==> config.mk <==
export PLATFORM = sky130hd
export DESIGN_NAME = fxalu_front
export DESIGN_NICKNAME = d
export VERILOG_FILES = /design/src/hw/rtl/fxalu_pkg.sv /design/src/hw/rtl/fxalu_front.sv
export SDC_FILE = /design/constraint.sdc
export NUM_CORES = 2
export LEC_CHECK = 0
export ABC_AREA = 1
export BUFFER_PORTS_ARGS = -buffer_cell sky130_fd_sc_hd__buf_2
export CAP_MARGIN = 10
export CORE_MARGIN = 5
export CORE_UTILIZATION = 59
export CTS_BUF_LIST = sky130_fd_sc_hd__clkbuf_2 sky130_fd_sc_hd__clkbuf_4 sky130_fd_sc_hd__clkbuf_8
export CTS_CLUSTER_SIZE = 40
export DETAILED_ROUTE_END_ITERATION = 16
export PLACE_DENSITY = 0.93
export SYNTH_ARGS = -nofsm -noshare
export SYNTH_HDL_FRONTEND = slang
export SYNTH_SLANG_ARGS = --single-unit
==> constraint.sdc <==
create_clock -name clk -period 9.15 [get_ports clk]
set_input_delay 1.3725 -clock clk [delete_from_list [all_inputs] [get_ports clk]]
set_output_delay 1.3725 -clock clk [all_outputs]
set_load 0.1 [all_outputs]
==> src/hw/rtl/fxalu_pkg.sv <==
// Shared types, opcodes and widths for the fixed-point ALU.
`timescale 1ns / 1ps
package fxalu_pkg;
  localparam int VALUE_WIDTH = 32;
  localparam int FRACTION_BITS = 8;
  localparam int KIND_WIDTH = 4;
  localparam int STATUS_WIDTH = 2;
  // Dividend width for division: |a| shifted up by the fraction bits plus a round bit.
  localparam int DIV_NUM_WIDTH = VALUE_WIDTH + FRACTION_BITS + 1;
  localparam int DIV_DEN_WIDTH = VALUE_WIDTH + 1;
  localparam int DIV_STEPS_PER_STAGE = 8;
  localparam int DIV_STAGES = (DIV_NUM_WIDTH + DIV_STEPS_PER_STAGE - 1) / DIV_STEPS_PER_STAGE;
  localparam int DIV_BITS = DIV_STAGES * DIV_STEPS_PER_STAGE;
  localparam int WIDE_WIDTH = 2 * VALUE_WIDTH + 2;

  localparam logic [KIND_WIDTH-1:0] KIND_ADD = 4'd0;
  localparam logic [KIND_WIDTH-1:0] KIND_SUB = 4'd1;
  localparam logic [KIND_WIDTH-1:0] KIND_MUL = 4'd2;
  localparam logic [KIND_WIDTH-1:0] KIND_DIV = 4'd3;
  localparam logic [KIND_WIDTH-1:0] KIND_GT = 4'd4;
  localparam logic [KIND_WIDTH-1:0] KIND_LT = 4'd5;
  localparam logic [KIND_WIDTH-1:0] KIND_GE = 4'd6;
  localparam logic [KIND_WIDTH-1:0] KIND_LE = 4'd7;
  localparam logic [KIND_WIDTH-1:0] KIND_EQ = 4'd8;
  localparam logic [KIND_WIDTH-1:0] KIND_NE = 4'd9;
  localparam logic [KIND_WIDTH-1:0] KIND_MIN = 4'd10;
  localparam logic [KIND_WIDTH-1:0] KIND_MAX = 4'd11;
  localparam logic [KIND_WIDTH-1:0] KIND_INC = 4'd12;
  localparam logic [KIND_WIDTH-1:0] KIND_DEC = 4'd13;
  localparam logic [KIND_WIDTH-1:0] KIND_TOINT = 4'd14;
  localparam logic [KIND_WIDTH-1:0] KIND_FROMINT = 4'd15;

  localparam logic [STATUS_WIDTH-1:0] STATUS_OK = 2'd0;
  localparam logic [STATUS_WIDTH-1:0] STATUS_OVERFLOW = 2'd1;
  localparam logic [STATUS_WIDTH-1:0] STATUS_DIV_ZERO = 2'd2;

  // One division lane as it walks through the restoring stages.
  typedef struct packed {
    logic [DIV_BITS-1:0] num;
    logic [DIV_NUM_WIDTH:0] rem;
    logic [DIV_BITS-1:0] quo;
    logic [DIV_DEN_WIDTH-1:0] den;
  } div_lane_t;

  // An item after the front stage: a wide signed result still to be finished.
  typedef struct packed {
    logic [KIND_WIDTH-1:0] kind;
    logic signed [WIDE_WIDTH-1:0] wide;
    logic neg;
    logic cmp;
    logic div_zero;
    logic mul_round;
  } item_t;

  // Clamp a wide signed value to the value range.
  function automatic logic [VALUE_WIDTH+STATUS_WIDTH-1:0] saturate(
      input logic signed [WIDE_WIDTH-1:0] x);
    logic signed [WIDE_WIDTH-1:0] hi;
    logic signed [WIDE_WIDTH-1:0] lo;
    hi = (WIDE_WIDTH'(1) <<< (VALUE_WIDTH - 1)) - WIDE_WIDTH'(1);
    lo = -hi - WIDE_WIDTH'(1);
    if (x > hi) return {hi[VALUE_WIDTH-1:0], STATUS_OVERFLOW};
    if (x < lo) return {lo[VALUE_WIDTH-1:0], STATUS_OVERFLOW};
    return {x[VALUE_WIDTH-1:0], STATUS_OK};
  endfunction
endpackage

==> src/hw/rtl/fxalu_front.sv <==
// Front stage: decodes the opcode, forms the per-opcode wide value or compare outcome, and sets up the division lane.
`timescale 1ns / 1ps
module fxalu_front (
  input  logic clk,
  input  logic advance,
  input  logic [fxalu_pkg::KIND_WIDTH-1:0] kind,
  input  logic signed [fxalu_pkg::VALUE_WIDTH-1:0] operand_a,
  input  logic signed [fxalu_pkg::VALUE_WIDTH-1:0] operand_b,
  output fxalu_pkg::item_t item,
  output fxalu_pkg::div_lane_t lane
);
  localparam int W = fxalu_pkg::WIDE_WIDTH;
  fxalu_pkg::item_t item_next;
  fxalu_pkg::div_lane_t lane_next;
  logic signed [W-1:0] a;
  logic signed [W-1:0] b;
  logic [fxalu_pkg::VALUE_WIDTH:0] mag_a;
  logic [fxalu_pkg::VALUE_WIDTH:0] mag_b;
  logic [2*fxalu_pkg::VALUE_WIDTH-1:0] mag_prod;

  assign a = W'(operand_a);
  assign b = W'(operand_b);
  assign mag_a = operand_a[fxalu_pkg::VALUE_WIDTH-1] ? (fxalu_pkg::VALUE_WIDTH+1)'(-a)
                                                     : (fxalu_pkg::VALUE_WIDTH+1)'(a);
  assign mag_b = operand_b[fxalu_pkg::VALUE_WIDTH-1] ? (fxalu_pkg::VALUE_WIDTH+1)'(-b)
                                                     : (fxalu_pkg::VALUE_WIDTH+1)'(b);

  // Magnitudes never exceed 2^31, so their low bits carry the whole value
  // and one unsigned 32 by 32 product gives the full 64-bit result.
  assign mag_prod = {{fxalu_pkg::VALUE_WIDTH{1'b0}}, mag_a[fxalu_pkg::VALUE_WIDTH-1:0]}
                  * {{fxalu_pkg::VALUE_WIDTH{1'b0}}, mag_b[fxalu_pkg::VALUE_WIDTH-1:0]};

  // Per-opcode wide value; multiply keeps the full product for later rounding.
  always_comb begin
    item_next.kind = kind;
    item_next.neg = operand_a[fxalu_pkg::VALUE_WIDTH-1] ^ operand_b[fxalu_pkg::VALUE_WIDTH-1];
    item_next.cmp = 1'b0;
    item_next.div_zero = (operand_b == '0);
    item_next.mul_round = 1'b0;
    item_next.wide = '0;
    unique case (kind)
      fxalu_pkg::KIND_ADD: item_next.wide = a + b;
      fxalu_pkg::KIND_SUB: item_next.wide = a - b;
      fxalu_pkg::KIND_MUL: begin
        item_next.wide = W'(mag_prod);
        item_next.mul_round = 1'b1;
      end
      fxalu_pkg::KIND_DIV: item_next.wide = '0;
      fxalu_pkg::KIND_GT: item_next.cmp = a > b;
      fxalu_pkg::KIND_LT: item_next.cmp = a < b;
      fxalu_pkg::KIND_GE: item_next.cmp = a >= b;
      fxalu_pkg::KIND_LE: item_next.cmp = a <= b;
      fxalu_pkg::KIND_EQ: item_next.cmp = a == b;
      fxalu_pkg::KIND_NE: item_next.cmp = a != b;
      fxalu_pkg::KIND_MIN: item_next.wide = (a < b) ? a : b;
      fxalu_pkg::KIND_MAX: item_next.wide = (a > b) ? a : b;
      fxalu_pkg::KIND_INC: item_next.wide = a + W'(1);
      fxalu_pkg::KIND_DEC: item_next.wide = a - W'(1);
      fxalu_pkg::KIND_TOINT: item_next.wide = a >>> fxalu_pkg::FRACTION_BITS;
      fxalu_pkg::KIND_FROMINT: item_next.wide = a <<< fxalu_pkg::FRACTION_BITS;
      default: item_next.wide = '0;
    endcase
  end

  // Division dividend is 2*|a|*2^F + |b|, divisor 2*|b|, which yields rounded quotient.
  always_comb begin
    logic [fxalu_pkg::DIV_BITS-1:0] d;
    d = (fxalu_pkg::DIV_BITS'(mag_a) << (fxalu_pkg::FRACTION_BITS + 1))
        + fxalu_pkg::DIV_BITS'(mag_b);
    lane_next.num = d;
    lane_next.rem = '0;
    lane_next.quo = '0;
    lane_next.den = fxalu_pkg::DIV_DEN_WIDTH'({mag_b, 1'b0});
  end

  always_ff @(posedge clk) begin
    if (advance) begin
      item <= item_next;
      lane <= lane_next;
    end
  end
endmodule

==> results.toml, run 1 <==
[synth]
syn_area_um2 = 50160
synth_cell_types = 66
seq_area_frac_synth = 0.08321
yosys_register_bits = 139
synth_area_per_cell_um2 = 7.467
synthCells = 6718
synth_warnings = 0
synth_edf_count = 139
synthArstFlopShare = 0
dominantRegCellSynth = "edfxtp_1"

[clocking]
htreeDepth = 4
cts_buffer_depth = 2
cts_buffers = 17
ctsHoldBuffers = 0
cts.sinks = 139
cts-root-buf = "clkbuf_8"

[floorplan]
fp.dieW_um = 301.6
rows = 107
start_util = 0.5919
die_h_um = 301.6
ios = 315

[placed_design]
routabilityCongestion = 1.271
dp_hpwl_mm = 183.6
portBuffers = 218

[status]
status = "stopped before the end"
stop_stage = "global routing"
error = "[ERROR GRT-0232] Routing congestion too high. Check the congestion heatmap in the GUI."

[global_route]
grt.overflow.total = 1274
grt_max_degree = 83
grt_usage = 0.8349
==> per-stage QoR <==
step           cells  setup TNS, ns  setup WS (ns)  cell area, um2
2_1_floorplan   6816              0        0.02223           50530
3_3_place_gp    8562         -20.61        -0.6275           57330
3_5_place_dp    8562         -40.83         -1.043           57330
4_1_cts         8596      -0.002680      -0.001456           58000
==> synthesized netlist by cell type (63+ instances only) <==
library cell | number | area share
a21oi_1 | 246 | 0.025
o21ai_0 | 213 | 0.021
fa_1 | 899 | 0.36
xor2_1 | 63 | 0.011
edfxtp_1 | 139 | 0.083
nand3_1 | 291 | 0.029
nand2_1 | 1317 | 0.099
inv_1 | 1401 | 0.10
o211ai_1 | 71 | 0.011
buf_4 | 126 | 0.019
ha_1 | 354 | 0.088
buf_2 | 91 | 0.0091
nor2_1 | 886 | 0.066
clkbuf_1 | 133 | 0.010
==> metal layers <==
layer	global-route usage	overflow
met5	0.7760	19
met4	0.7794	310
met3	0.8058	202
met2	0.9275	540
met1	0.8021	203
==> timing repair <==
action / in CTS
setup endpoints to repair: 44
pin swaps: 5
setup buffers: 2
resized for setup: 81
==> kinds of logic after synthesis <==
family	after synthesis	synth area share
AO/OA/AOI/OAI	667	0.07688
XOR/XNOR	79	0.01462
adder cells (fa/ha/maj)	1253	0.4471
buffers and inverters	1830	0.1498
flip-flops	139	0.08321
other	1	0.00007476
AND/OR/NAND/NOR	2749	0.2283
==> run 2, diff against run 1 <==
Settings changed: CORE_UTILIZATION 59 to 40, CTS_BUF_LIST sky130_fd_sc_hd__clkbuf_2 sky130_fd_sc_hd__clkbuf_4 sky130_fd_sc_hd__clkbuf_8 to unset, CTS_CLUSTER_SIZE 40 to unset, PLACE_DENSITY 0.93 to unset, PLACE_DENSITY_LB_ADDON set to 0.15.
Clock period 9.15 ns to 11.9 ns, I/O delays scaled along.
==> run 2 against run 1 <==
The run now ends clean. Synthesized area stayed put. Synthesized cell count unchanged.
==> results.toml, run 2 <==
[synth]
synth_warnings = 0
synth.top_cells.by_area = "fa_1 36%, inv_1 10%, nand2_1 9.9%"
dominantRegCellSynth = "edfxtp_1"
synth_area_per_cell_um2 = 7.467
synth_top_area_cell = "fa_1"
synth_cell_types = 66
synth_edf_count = 139
synthCells = 6718
syn_area_um2 = 50160
synth_xor_area_frac = 0.01462
yosysTopAreaCellShare = 0.3588
synthMuxAreaShare = 0
synth_compound_area_frac = 0.07688
seq_area_frac_synth = 0.08321
synthArstFlopShare = 0
synth.most_common_cell = "inv_1"
yosys_register_bits = 139
synth_fa_ha_area_frac = 0.4471
synth_common_cells = "1,401 x inv_1, 1,317 x nand2_1, 899 x fa_1, 886 x nor2_1, 354 x ha_1"
synth_top_family_by_area = "adder cells"
synth_simple_gate_area_frac = 0.2283

[worst_setup_path]
cp_num_buf_inv = 6
cp.arrival_ns = 11.30
crit_type = "input pin to flip-flop"
max_stage_delay_ns = 0.59
cp-start-kind = "input pin"
cp_slowest_cell = "fa_1"
crit_path_end_kind = "flip-flop"
cp.required_ns = 12.18
cp_common_cell = "fa_1"
crit_fanout = 11
cp_top_family = "adder cells"

[cells_and_area]
syn2layout_area_growth_pct = 6.745
nFillCells = 13040
layout-drive-gt1-share = 0.08498
largest_reg_flops = 73
layout_common_cells = "1,401 x inv_1, 1,317 x nand2_1, 899 x fa_1"
final_common_cell = "inv_1"
seq_area_um2 = 4174
multi_input_area_um2 = 38970
regMostFlops = "item"
reg_top3 = "item (73), lane (66)"
antenna_cells = 0
nets = 8161

[detailed_routing]
wirelength_mm = 222.8
ant_nets = 0
drtIter0Drc = 5227
via_per_inst = 5.523
drc = 0
vias = 46940
wl_per_cell_um = 26.22
drt-pass1-iter-count = 8

[global_route]
grt_max_degree = 63
grt_first_pass_wirelength_mm = 322.9
grt.overflow.total = 0
grt_usage = 0.3363
grt_pass1_vias = 46780
grt_antenna_before_repair = 7

[status]
status = "finished clean"

[timing]
max_clock_freq_mhz = 90.75
timing.final.crit_share = 0.9260
report.final.slew_viol_count = 0
final-setup-viol-count = 0
tightest_slew_ns = 1.020
tns_ns = 0
hold_viol_final = 0
rsz0062_at_grt = "false"
maxSlewHeadroom = 0.3202
fin_crit_ns = 11.02

[clocking]
cts_buffer_depth = 2
post_cts_resized = 0
cts-root-buf = "clkbuf_16"
cts_tree = "built"
cts_buffers = 17
cts_setup_buffers = 0
cts.sinks = 139
htreeDepth = 4
path_clk_slew_ns = 0.07
ctsHoldBuffers = 0

[floorplan]
core-area_um2 = 125100
die_h_um = 364.1
die_area_um2 = 132600
ios = 315
rows = 130
fp.dieW_um = 364.1
start_util = 0.4010

[placed_design]
portBuffers = 218
routabilityCongestion = 1.079
dp_hpwl_mm = 181.9

[worst_hold_path]
hp-class = "input pin to flip-flop"

[flow_run]
maxCapViolations = 0
-- run 2: metal layers --
metal,share of wire,up-vias,GRT usage
met2,0.42,2794,0.5022
li1,-,20390,-
met1,0.41,23280,0.4666
met5,0.00043,-,0
met3,0.12,459,0.09344
met4,0.046,14,0.1269
-- run 2: final cells by class --
cell class,instances,area share
inverters,1460,0.1024
well taps,1650,0.03856
repair buffers,373,0.04246
clock inverters,12,0.002827
clock buffers,18,0.008015
flip-flops and latches,139,0.07795
multi-input cells,4847,0.7278
-- run 2: stage by stage --
stage                     hold WS [ns]  instances    util  setup WS, ns  area, um2
after floorplan                  1.884       6816       -         2.215      50530
after global placement           2.017       8469  0.4234        0.5012      52960
after detailed placement         2.014       8469  0.4234        0.5376      52960
after CTS                        1.400       8499  0.4281         1.114      53540
after global routing             1.445       8499  0.4281        0.4485      53540
final                            1.464       8499  0.4281        0.8809      53540
-- run 2: final timing paths --
check             cells after the start  slack [ns]          start                 end
hold / removal                        1        1.46        kind[2]  item[72]$_DFFE_PP_
setup / recovery                     34        0.88  operand_a[16]  item[35]$_DFFE_PP_
-- run 2: cell families (layout without fill, tap and decap cells) --
group	count (synthesis)	count (layout)
adders and majority gates	1253	1253
xor gates and xnor gates	79	79
buffers and inverters	1830	1863
and+or+nand+nor	2749	2749
other	1	99
AOI/OAI and AO/OA	667	667
DFF	139	139
Power of run 2 is not shown: default switching activity piles up to over one toggle a cycle in this logic, so the estimate is an artifact.
