**src/hw/rtl/fxalu_pkg.sv**
```systemverilog
// Shared types, opcodes and widths for the fixed-point ALU.
`timescale 1ns / 1ps
package fxalu_pkg;
  localparam int VALUE_WIDTH = 32;
  localparam int FRACTION_BITS = 8;
  localparam int KIND_WIDTH = 4;
  localparam int STATUS_WIDTH = 2;
  // Dividend width for division: |a| shifted up by the fraction bits plus a round bit.
  localparam int DIV_NUM_WIDTH = VALUE_WIDTH + FRACTION_BITS + 1;
  localparam int DIV_DEN_WIDTH = VALUE_WIDTH + 1;
  localparam int DIV_STEPS_PER_STAGE = 8;
  localparam int DIV_STAGES = (DIV_NUM_WIDTH + DIV_STEPS_PER_STAGE - 1) / DIV_STEPS_PER_STAGE;
  localparam int DIV_BITS = DIV_STAGES * DIV_STEPS_PER_STAGE;
  localparam int WIDE_WIDTH = 2 * VALUE_WIDTH + 2;

  localparam logic [KIND_WIDTH-1:0] KIND_ADD = 4'd0;
  localparam logic [KIND_WIDTH-1:0] KIND_SUB = 4'd1;
  localparam logic [KIND_WIDTH-1:0] KIND_MUL = 4'd2;
  localparam logic [KIND_WIDTH-1:0] KIND_DIV = 4'd3;
  localparam logic [KIND_WIDTH-1:0] KIND_GT = 4'd4;
  localparam logic [KIND_WIDTH-1:0] KIND_LT = 4'd5;
  localparam logic [KIND_WIDTH-1:0] KIND_GE = 4'd6;
  localparam logic [KIND_WIDTH-1:0] KIND_LE = 4'd7;
  localparam logic [KIND_WIDTH-1:0] KIND_EQ = 4'd8;
  localparam logic [KIND_WIDTH-1:0] KIND_NE = 4'd9;
  localparam logic [KIND_WIDTH-1:0] KIND_MIN = 4'd10;
  localparam logic [KIND_WIDTH-1:0] KIND_MAX = 4'd11;
  localparam logic [KIND_WIDTH-1:0] KIND_INC = 4'd12;
  localparam logic [KIND_WIDTH-1:0] KIND_DEC = 4'd13;
  localparam logic [KIND_WIDTH-1:0] KIND_TOINT = 4'd14;
  localparam logic [KIND_WIDTH-1:0] KIND_FROMINT = 4'd15;

  localparam logic [STATUS_WIDTH-1:0] STATUS_OK = 2'd0;
  localparam logic [STATUS_WIDTH-1:0] STATUS_OVERFLOW = 2'd1;
  localparam logic [STATUS_WIDTH-1:0] STATUS_DIV_ZERO = 2'd2;

  // One division lane as it walks through the restoring stages.
  typedef struct packed {
    logic [DIV_BITS-1:0] num;
    logic [DIV_NUM_WIDTH:0] rem;
    logic [DIV_BITS-1:0] quo;
    logic [DIV_DEN_WIDTH-1:0] den;
  } div_lane_t;

  // An item after the front stage: a wide signed result still to be finished.
  typedef struct packed {
    logic [KIND_WIDTH-1:0] kind;
    logic signed [WIDE_WIDTH-1:0] wide;
    logic neg;
    logic cmp;
    logic div_zero;
    logic mul_round;
  } item_t;

  // Clamp a wide signed value to the value range.
  function automatic logic [VALUE_WIDTH+STATUS_WIDTH-1:0] saturate(
      input logic signed [WIDE_WIDTH-1:0] x);
    logic signed [WIDE_WIDTH-1:0] hi;
    logic signed [WIDE_WIDTH-1:0] lo;
    hi = (WIDE_WIDTH'(1) <<< (VALUE_WIDTH - 1)) - WIDE_WIDTH'(1);
    lo = -hi - WIDE_WIDTH'(1);
    if (x > hi) return {hi[VALUE_WIDTH-1:0], STATUS_OVERFLOW};
    if (x < lo) return {lo[VALUE_WIDTH-1:0], STATUS_OVERFLOW};
    return {x[VALUE_WIDTH-1:0], STATUS_OK};
  endfunction
endpackage

```
**src/hw/rtl/fxalu_div_stage.sv**
```systemverilog
// One block of restoring-division steps with its output register.
`timescale 1ns / 1ps
module fxalu_div_stage (
  input  logic clk,
  input  logic advance,
  input  fxalu_pkg::div_lane_t lane_in,
  output fxalu_pkg::div_lane_t lane_out
);
  fxalu_pkg::div_lane_t lane_next;

  // Shift in one numerator bit per step and subtract the divisor where it fits.
  always_comb begin
    logic [fxalu_pkg::DIV_NUM_WIDTH:0] r;
    logic [fxalu_pkg::DIV_BITS-1:0] n;
    logic [fxalu_pkg::DIV_BITS-1:0] q;
    r = lane_in.rem;
    n = lane_in.num;
    q = lane_in.quo;
    for (int i = 0; i < fxalu_pkg::DIV_STEPS_PER_STAGE; i++) begin
      r = {r[fxalu_pkg::DIV_NUM_WIDTH-1:0], n[fxalu_pkg::DIV_BITS-1]};
      n = {n[fxalu_pkg::DIV_BITS-2:0], 1'b0};
      if (r >= (fxalu_pkg::DIV_NUM_WIDTH+1)'(lane_in.den)) begin
        r = r - (fxalu_pkg::DIV_NUM_WIDTH+1)'(lane_in.den);
        q = {q[fxalu_pkg::DIV_BITS-2:0], 1'b1};
      end else begin
        q = {q[fxalu_pkg::DIV_BITS-2:0], 1'b0};
      end
    end
    lane_next.rem = r;
    lane_next.num = n;
    lane_next.quo = q;
    lane_next.den = lane_in.den;
  end

  always_ff @(posedge clk) begin
    if (advance) begin
      lane_out <= lane_next;
    end
  end
endmodule

```
**config.mk**
```make
export PLATFORM = sky130hd
export DESIGN_NAME = fxalu_div_stage
export DESIGN_NICKNAME = d
export VERILOG_FILES = /design/src/hw/rtl/fxalu_pkg.sv /design/src/hw/rtl/fxalu_div_stage.sv
export SDC_FILE = /design/constraint.sdc
export NUM_CORES = 1
export LEC_CHECK = 0
export BUFFER_PORTS_ARGS = -buffer_cell sky130_fd_sc_hd__buf_2
export CAP_MARGIN = 20
export CORE_ASPECT_RATIO = 1.2
export CORE_MARGIN = 5
export CORE_UTILIZATION = 44
export DETAILED_ROUTE_END_ITERATION = 6
export GPL_TIMING_DRIVEN = 0
export PLACE_DENSITY = 0.64
export SYNTH_ARGS = -nofsm -noshare
export SYNTH_HDL_FRONTEND = slang
export SYNTH_SLANG_ARGS = --single-unit
```
**constraint.sdc**
```tcl
create_clock -name clk -period 70.4 [get_ports clk]
set_input_delay 14.08 -clock clk [delete_from_list [all_inputs] [get_ports clk]]
set_output_delay 14.08 -clock clk [all_outputs]
set_load 0.02 [all_outputs]
```
Word level (Yosys, flattened, before mapping) --
Cells that the tools add are included.
Word-level totals: logic and storage cells 36, flip-flop bits (word level) 163
Cells by class: $lt $le $gt $ge 8, $add $sub $neg 8, muxes and demuxes 16
Operators with widths (count):
- $ge A42 B33 Y1 | 8
- $mux W41 | 7
- $sub A41 B33 Y41 | 7
- $mux W42 | 1
- $sub A42 B33 Y42 | 1
- $mux W1 | 8

Depth between registers and ports, before layout --
Gate-level depths: netlist of run 1.
word-level depth 16, depth in mapped cells 166

Least setup slack after synthesis of run 1 --
Ideal clock, no wire load.
path kind input to register, start input lane_in[1] (netlist name), end register lane_out[104] (netlist name), data pin, slack 25363 ps, stages 157, data required time 70138 ps, arrival time 44775 ps, setup time 262 ps, cells stage by stage inv_1 -> fa_1 -> a21o_1 -> a311oi_2 -> nor2_1 -> o31ai_2 -> a21oi_1 -> buf_2 -> nor2_1 -> clkbuf_1 -> clkbuf_1 -> clkbuf_1 -> a21oi_1 -> fa_1 -> nand2b_1 -> a211oi_1 -> o22ai_1 -> o21bai_1 -> (+121 left out) -> a21oi_1 -> o21ai_0 -> a21oi_1 -> o21ai_0 -> a21oi_1 -> o21bai_1 -> a21oi_1 -> o21ai_0 -> a41oi_1 -> a21o_1 -> a31oi_1 -> and4_1 -> a2111o_1 -> a31o_2 -> nor3_1 -> nand4b_1 -> buf_2 -> mux2_1
RTL lines:
- start, declared | line fxalu_div_stage.sv:6 | input fxalu_pkg::div_lane_t lane_in,
- end signal, assigned | line fxalu_div_stage.sv:37 | lane_out <= lane_next;
- end, declared | line fxalu_div_stage.sv:7 | output fxalu_pkg::div_lane_t lane_out

==> results of run 1 <==
-- per-stage QoR --
| stage | setup WS (ps) | instance area [um2] | std cells | hold WS (ps) |
|---|---|---|---|---|
| 2_1_floorplan | 25360 | 23100 | 2923 | 14180 |
| 3_3_place_gp | 13620 | 25600 | 3953 | 14260 |
| 3_5_place_dp | 13130 | 25600 | 3954 | 14260 |
| 4_1_cts | 13430 | 26200 | 3986 | 13760 |
| 5_1_grt | 10210 | 26200 | 3988 | 13760 |
| 6_report | 13440 | 26200 | 3988 | 13790 |
-- metal layers --
metal,up-vias,wire length [um],track usage [%]
met4,0,4740,14.4
met2,692,39900,50.3
li1,11544,-,-
met3,172,3690,2.85
met5,-,0,0
met1,10833,31100,29.2
-- worst max-delay path: cells and delay by family --
family                   cells  cell delay [ps]
buffers and inverters       25             9660
multiplexers                 2              650
adder cells (fa/ha/maj)      8             2890
AND/OR/NAND/NOR             30             7370
AO/OA/AOI/OAI               91            22370
-- kinds of logic (layout without fill, tap and decap cells) --
family / Yosys count / after routing / share of synthesized area, %
compound gates: 1004 / 1004 / 27.2
xor+xnor: 247 / 247 / 9.46
fa+ha+maj: 272 / 272 / 15.0
buf+inv: 237 / 595 / 4.12
flops: 163 / 163 / 21.2
mux: 67 / 67 / 3.21
other cells: 1 / 10 / 0.0163
simple gates: 925 / 925 / 19.8
-- layout make-up --
cell class	instances	area, um2	area share (%)
multi-input cells	2523	17300	65.8
flip-flops and latches	163	4890	18.7
repair buffers	326	1660	6.34
well taps	705	882	3.37
inverters	151	567	2.16
clock buffers	17	425	1.62
plain buffers	86	384	1.47
clock inverters	15	134	0.511
diodes	2	5.00	0.0191
-- cell usage in the layout (no fill, tap or decap), types with 17 or more instances in the layout --
master,synthesis,routed
xnor2_1,170,170
clkbuf_1,48,48
nand4_1,55,55
o211ai_1,25,25
nor2b_1,34,34
o21a_1,34,34
nand2_1,261,261
mux2_2,46,46
nor2_1,257,257
a211oi_1,19,19
and3_1,21,21
a31oi_1,21,21
or3_1,17,17
o21bai_1,37,37
clkbuf_16,0,17
inv_1,147,147
edfxtp_1,163,163
ha_1,264,264
nor3_1,49,49
nand3_1,72,72
a21o_1,117,117
nand2b_1,51,51
xor2_1,76,76
a21oi_1,369,369
o21ai_0,217,217
buf_2,19,343
o31ai_1,22,22
and2_1,26,26
-- worst paths after layout --
| kind | endpoint | slack [ps] |
|---|---|---|
| setup / recovery | lane_out[113] | 13440 |
| hold / removal | lane_out[31] | 13790 |
-- synth_stat cells, drive strengths merged (16+ instances only) --
master,number
nor4,16
and2,26
o21bai,37
nand3,74
and3,21
edfxtp,163
or3,18
a21oi,369
a211oi,20
o31ai,24
o21ai,221
nor2b,34
buf,38
nand2,261
mux2,53
xor2,76
xnor2,171
ha,264
nor2,257
nand2b,51
o21a,34
or2,17
clkbuf,48
a31oi,21
nand4,55
o211ai,27
nor3,55
inv,151
a21o,117
==> metrics.md, run 1 <==
| Metric | Value |
|---|---|
| Number of port buffers | 325 |
| EDFF count, synth | 163 |
| Y dimension of the die | 261 um |
| Pin count of the biggest net entering global routing | 102 |
| Buffers inserted during post-CTS setup optimization | 0 |
| Hold violation total from the final report | 0 |
| Wire length of the first global-routing pass | 122000 um |
| Avg Vias per Cell | 5.83 |
| Number of unique standard cell types used by synthesis | 100 |
| Sequential element share of the synthesized area | 21.2% |
| Largest register FFs | 163 |
| Vias in the first global route | 23220 |
| Setup repair after global routing missed its margin | no |
| Slowest cell on the critical path | a221oi_1 |
| Sink count of the clock tree | 163 |
| Fraction of layout cells with a size suffix above 1 | 15.1% |
| Global route overflow | 0 |
| Min-delay src | lane_in[31] |
| Post-detail-place hpwl | 68000 um |
| Number of placement rows | 92 |
| Async S/R FF share, synth | 0% |
| Type of origin of the critical path | input port |
| Critical Path Source | lane_in[1] |
| Worst path required time | 70600 ps |
| Clock Root Buffer | clkbuf_16 |
| Maxcap violations | 0 |
| Mapped Cells | 2916 |
| WL per Instance | 19.9 um |
| Number of top-level pins | 344 |
| Number of nets in the layout | 3713 |
| GP Congestion | 0.963 |
| Fillers | 5144 |
| Kind of end point of the critical path | register |
| Max-slew headroom at the worst pin | 17.3% |
| Critical path's most frequent cell | a21oi_1 |
| Number of antenna violations at the first check in global routing | 2 |
| Routed wire length | 79400 um |
| End-of-flow core utilization | 50.1% |
| Reg with most FFs | lane_out |
| Global-route total usage across every layer | 26.7% |
| Number of buffers created by CTS | 17 |
| Type of the worst setup path | input port to register |
| Post-Syn Area per Cell | 7.91 um2 |
| Final Max Tran Viols | 0 |
| Largest regs | lane_out: 163 flops |
| Number of buffers between clock root and the deepest sink | 2 |
| Max FO, Critical Path | 10 |
| Delay of the slowest cell on the worst path | 770 ps |
| Count of TritonRoute iterations in the first routing pass | 6 |
| Min cycle time layout | 56960 ps |
| Final ANT Viol Nets | 0 |
| Initial core utilization | 44.2% |
| Data arrival time of the critical path | 57160 ps |
| Area grow syn2layout | 13.6% |
| Sum of negative setup slack | 0 ps |
| Max frequency | 17.6 MHz |
| Synth top area share | 21.2% |
| Number of vias in the routed layout | 23241 |
| Ratio of final minimum period to clock period | 80.9% |
| Flops & latches, synth | 163 |
| Classification of the worst-slack hold path | input port to register |
| Synth top area cells | edfxtp_1 (21%), ha_1 (14%), a21oi_1 (8.0%), xnor2_1 (6.5%), o21ai_0 (4.7%) |
| Synth warn | 0 |
| Most common flop cell mapped by yosys | edfxtp_1 |
| Mapped cell area | 0.0231 mm2 |
| Post-CTS Hold Buffers | 0 |
| Number of failing setup endpoints in the final timing report | 0 |
| TritonCTS clock tree | yes |
| Actual slew at the worst max-slew pin | 1240 ps |
| Iteration-0 DRC count of the detailed router | 1412 |
| Status | complete, no violations |
| Die area | 0.0571 mm2 |
| DRC Markers | 0 |
| Min-Delay Path Depth | 1 |
| Placeable core region | 0.0523 mm2 |
| Chip Width | 219 um |
| Clock edge transition at the registers on the reported setup and hold paths | 100 ps |
| Library cell occupying the most area in the post-synthesis netlist | edfxtp_1 |
| H-tree depth | 4 |
| Total of cells resized after clock tree synthesis | 0 |
Power of run 1 is not shown: default switching activity piles up to over one toggle a cycle in this logic, so the estimate is an artifact.
==> inputs of run 2 (changes only) <==
--- a/config.mk
+++ b/config.mk
@@ -5,6 +5,7 @@
 export SDC_FILE = /design/constraint.sdc
 export NUM_CORES = 1
 export LEC_CHECK = 0
+export ABC_AREA = 1
 export BUFFER_PORTS_ARGS = -buffer_cell sky130_fd_sc_hd__buf_2
 export CAP_MARGIN = 20
 export CORE_ASPECT_RATIO = 1.2
==> constraint.sdc (replaced) <==
create_clock -name clk -period 55.7 [get_ports clk]
set_input_delay 11.14 -clock clk [delete_from_list [all_inputs] [get_ports clk]]
set_output_delay 11.14 -clock clk [all_outputs]
set_load 0.02 [all_outputs]
==> metrics.md, run 2 <==
| Metric | Value |
|---|---|
| Global route overflow | 0 |
| Slowest cell on the critical path | clkbuf_1 |
| Placeable core region | 0.0547 mm2 |
| Die area | 0.0599 mm2 |
| Wire length the detailed router placed on met1 | 30600 um |
| Pin count of the biggest net entering global routing | 99 |
| Max FO, Critical Path | 10 |
| Fillers | 5703 |
| Post-detail-place hpwl | 65400 um |
| Number of failing setup endpoints in the final timing report | 0 |
| Number of nets in the layout | 4485 |
| Delay of the slowest cell on the worst path | 530 ps |
| Most used standard cells in the synthesized netlist | nand2_1 (1029), inv_1 (457), a21oi_1 (309) |
| Most common flop cell mapped by yosys | edfxtp_1 |
| Hold violation total from the final report | 0 |
| Setup repair after global routing missed its margin | no |
| Detailed-routed wire length on met2 | 38600 um |
| Buffers inserted during post-CTS setup optimization | 0 |
| Total of cells resized after clock tree synthesis | 0 |
| Number of vias in the routed layout | 24728 |
| Number of port buffers | 326 |
| Async S/R FF share, synth | 0% |
| Fraction of layout cells with a size suffix above 1 | 12.6% |
| Sequential element share of the synthesized area | 20.2% |
| Commonest cells after routing, fill and taps aside | nand2_1 (1029), inv_1 (457), buf_2 (338) |
| Type of origin of the critical path | input port |
| Min-delay src | lane_in[144] |
| Number of buffers between clock root and the deepest sink | 2 |
| Endpoint, Worst Hold | lane_out[152] |
| Clock Root Buffer | clkbuf_16 |
| Count of TritonRoute iterations in the first routing pass | 7 |
| Data arrival time of the critical path | 46370 ps |
| End-of-flow core utilization | 50.1% |
| Failing checks | design-rule violations |
| Largest regs | lane_out: 163 flops |
| Flops & latches, synth | 163 |
| Min-Delay Path Depth | 1 |
| Number of placement rows | 94 |
| Type of the worst setup path | input port to register |
| Wire length of the first global-routing pass | 118000 um |
| Ratio of final minimum period to clock period | 82.8% |
| Synth top area cells | edfxtp_1 (20%), nand2_1 (16%), ha_1 (14%), inv_1 (7.1%), a21oi_1 (6.4%) |
| Mapped cell area | 0.0242 mm2 |
| Number of top-level pins | 344 |
| Highest layer used for signal routing | met4 |
| Y dimension of the die | 267 um |
| Number of unique standard cell types used by synthesis | 58 |
| Max frequency | 21.7 MHz |
| Critical path's most frequent cell | nand2_1 |
| Max-slew headroom at the worst pin | 45.9% |
| Post-placement cell count | 4741 |
| Min cycle time layout | 46140 ps |
| Largest register FFs | 163 |
| Initial core utilization | 44.3% |
| Maxcap violations | 0 |
| Final ANT Viol Nets | 0 |
| Global-route total usage across every layer | 24.2% |
| Routed wire length | 74900 um |
| Most numerous cell in the Yosys netlist | nand2_1 |
| Actual slew at the worst max-slew pin | 801 ps |
| Sum of negative setup slack | 0 ps |
| Classification of the worst-slack hold path | input port to register |
| Post-Syn Area per Cell | 6.57 um2 |
| Status | finished, violations left |
| EDFF count, synth | 163 |
| Clock edge transition at the registers on the reported setup and hold paths | 90 ps |
| Chip Width | 224 um |
| Wire length on met3 | 2570 um |
| Number of antenna violations at the first check in global routing | 2 |
| Vias in the first global route | 23776 |
| WL per Instance | 15.7 um |
| TritonCTS clock tree | yes |
| Commonest non-fill, non-tap cell in the layout | nand2_1 |
| Kind of end point of the critical path | register |
| H-tree depth | 4 |
| Iteration-0 DRC count of the detailed router | 1196 |
| Number of buffers created by CTS | 17 |
| GP Congestion | 0.957 |
| Worst path required time | 55920 ps |
| Post-Layout Cell Count | 4775 |
| Synth warn | 0 |
| Final Max Tran Viols | 0 |
| Area grow syn2layout | 13.2% |
| Sink count of the clock tree | 163 |
| DRC Markers | 2 |
| Synth top area share | 20.2% |
| Post-CTS Hold Buffers | 0 |
| Avg Vias per Cell | 5.18 |
| Library cell occupying the most area in the post-synthesis netlist | edfxtp_1 |
| Reg with most FFs | lane_out |
| Mapped Cells | 3686 |
[run 2: changes by cell type in the layout (fill, tap and decap cells not counted), sizes merged, moves of 60 or more]
cell   delta
nand3    +98
a21oi    -60
o21ai    +95
xor2     +63
a21o    -103
nand2   +797
inv     +327
[run 2: critical path: cells and delay by family]
family | cells | cell delay [ps]
AO/OA/AOI/OAI | 59 | 11640
adder cells (fa/ha/maj) | 8 | 3020
buffers and inverters | 40 | 9090
AND/OR/NAND/NOR | 97 | 11320
[run 2: layer usage]
layer	GRT usage, %	vias to the layer above
li1	-	13078
met3	2.19	126
met2	46.1	505
met1	27.4	11019
met4	9.87	0
met5	0	-
[run 2: metrics by stage]
step	hold WS (ps)	setup slack (ps)	area (um2)
floorplan	11240	17700	24200
global placement	11320	9240	26800
detailed placement	11320	9040	26800
CTS	10810	9480	27400
global route	10810	6100	27400
finish	10840	9560	27400
[run 2: cell type report]
cell class	count	area (um2)	area share (%)
Inverter	486	1820	6.66
Buffer	73	383	1.40
Timing Repair Buffer	328	1670	6.09
Sequential cell	163	4890	17.9
Tap cell	720	901	3.29
Antenna cell	2	5.00	0.0183
Clock buffer	18	429	1.57
Clock inverter	14	158	0.575
Multi-Input combinational cell	2971	17100	62.5
[run 2: how the worst max path moves through the flow]
stage	startpoint	depth (start not counted)	slack, ps	end
after detailed placement	lane_in[1]	202	9040	lane_out[122]
after global placement	lane_in[1]	202	9240	lane_out[122]
after floorplan	lane_in[27]	205	17700	lane_out[122]
after global routing	lane_in[1]	206	6100	lane_out[122]
final	lane_in[1]	204	9560	lane_out[122]
after CTS	lane_in[1]	202	9480	lane_out[122]
[run 2: cell families after synthesis]
| logic type | share of synthesized area [%] |
|---|---|
| fa+ha+maj | 14.3 |
| xor+xnor | 9.29 |
| other cells | 0.0155 |
| simple gates | 30.6 |
| flops | 20.2 |
| buf+inv | 9.11 |
| compound gates | 16.5 |
Power of run 2 is left out for the same reason.
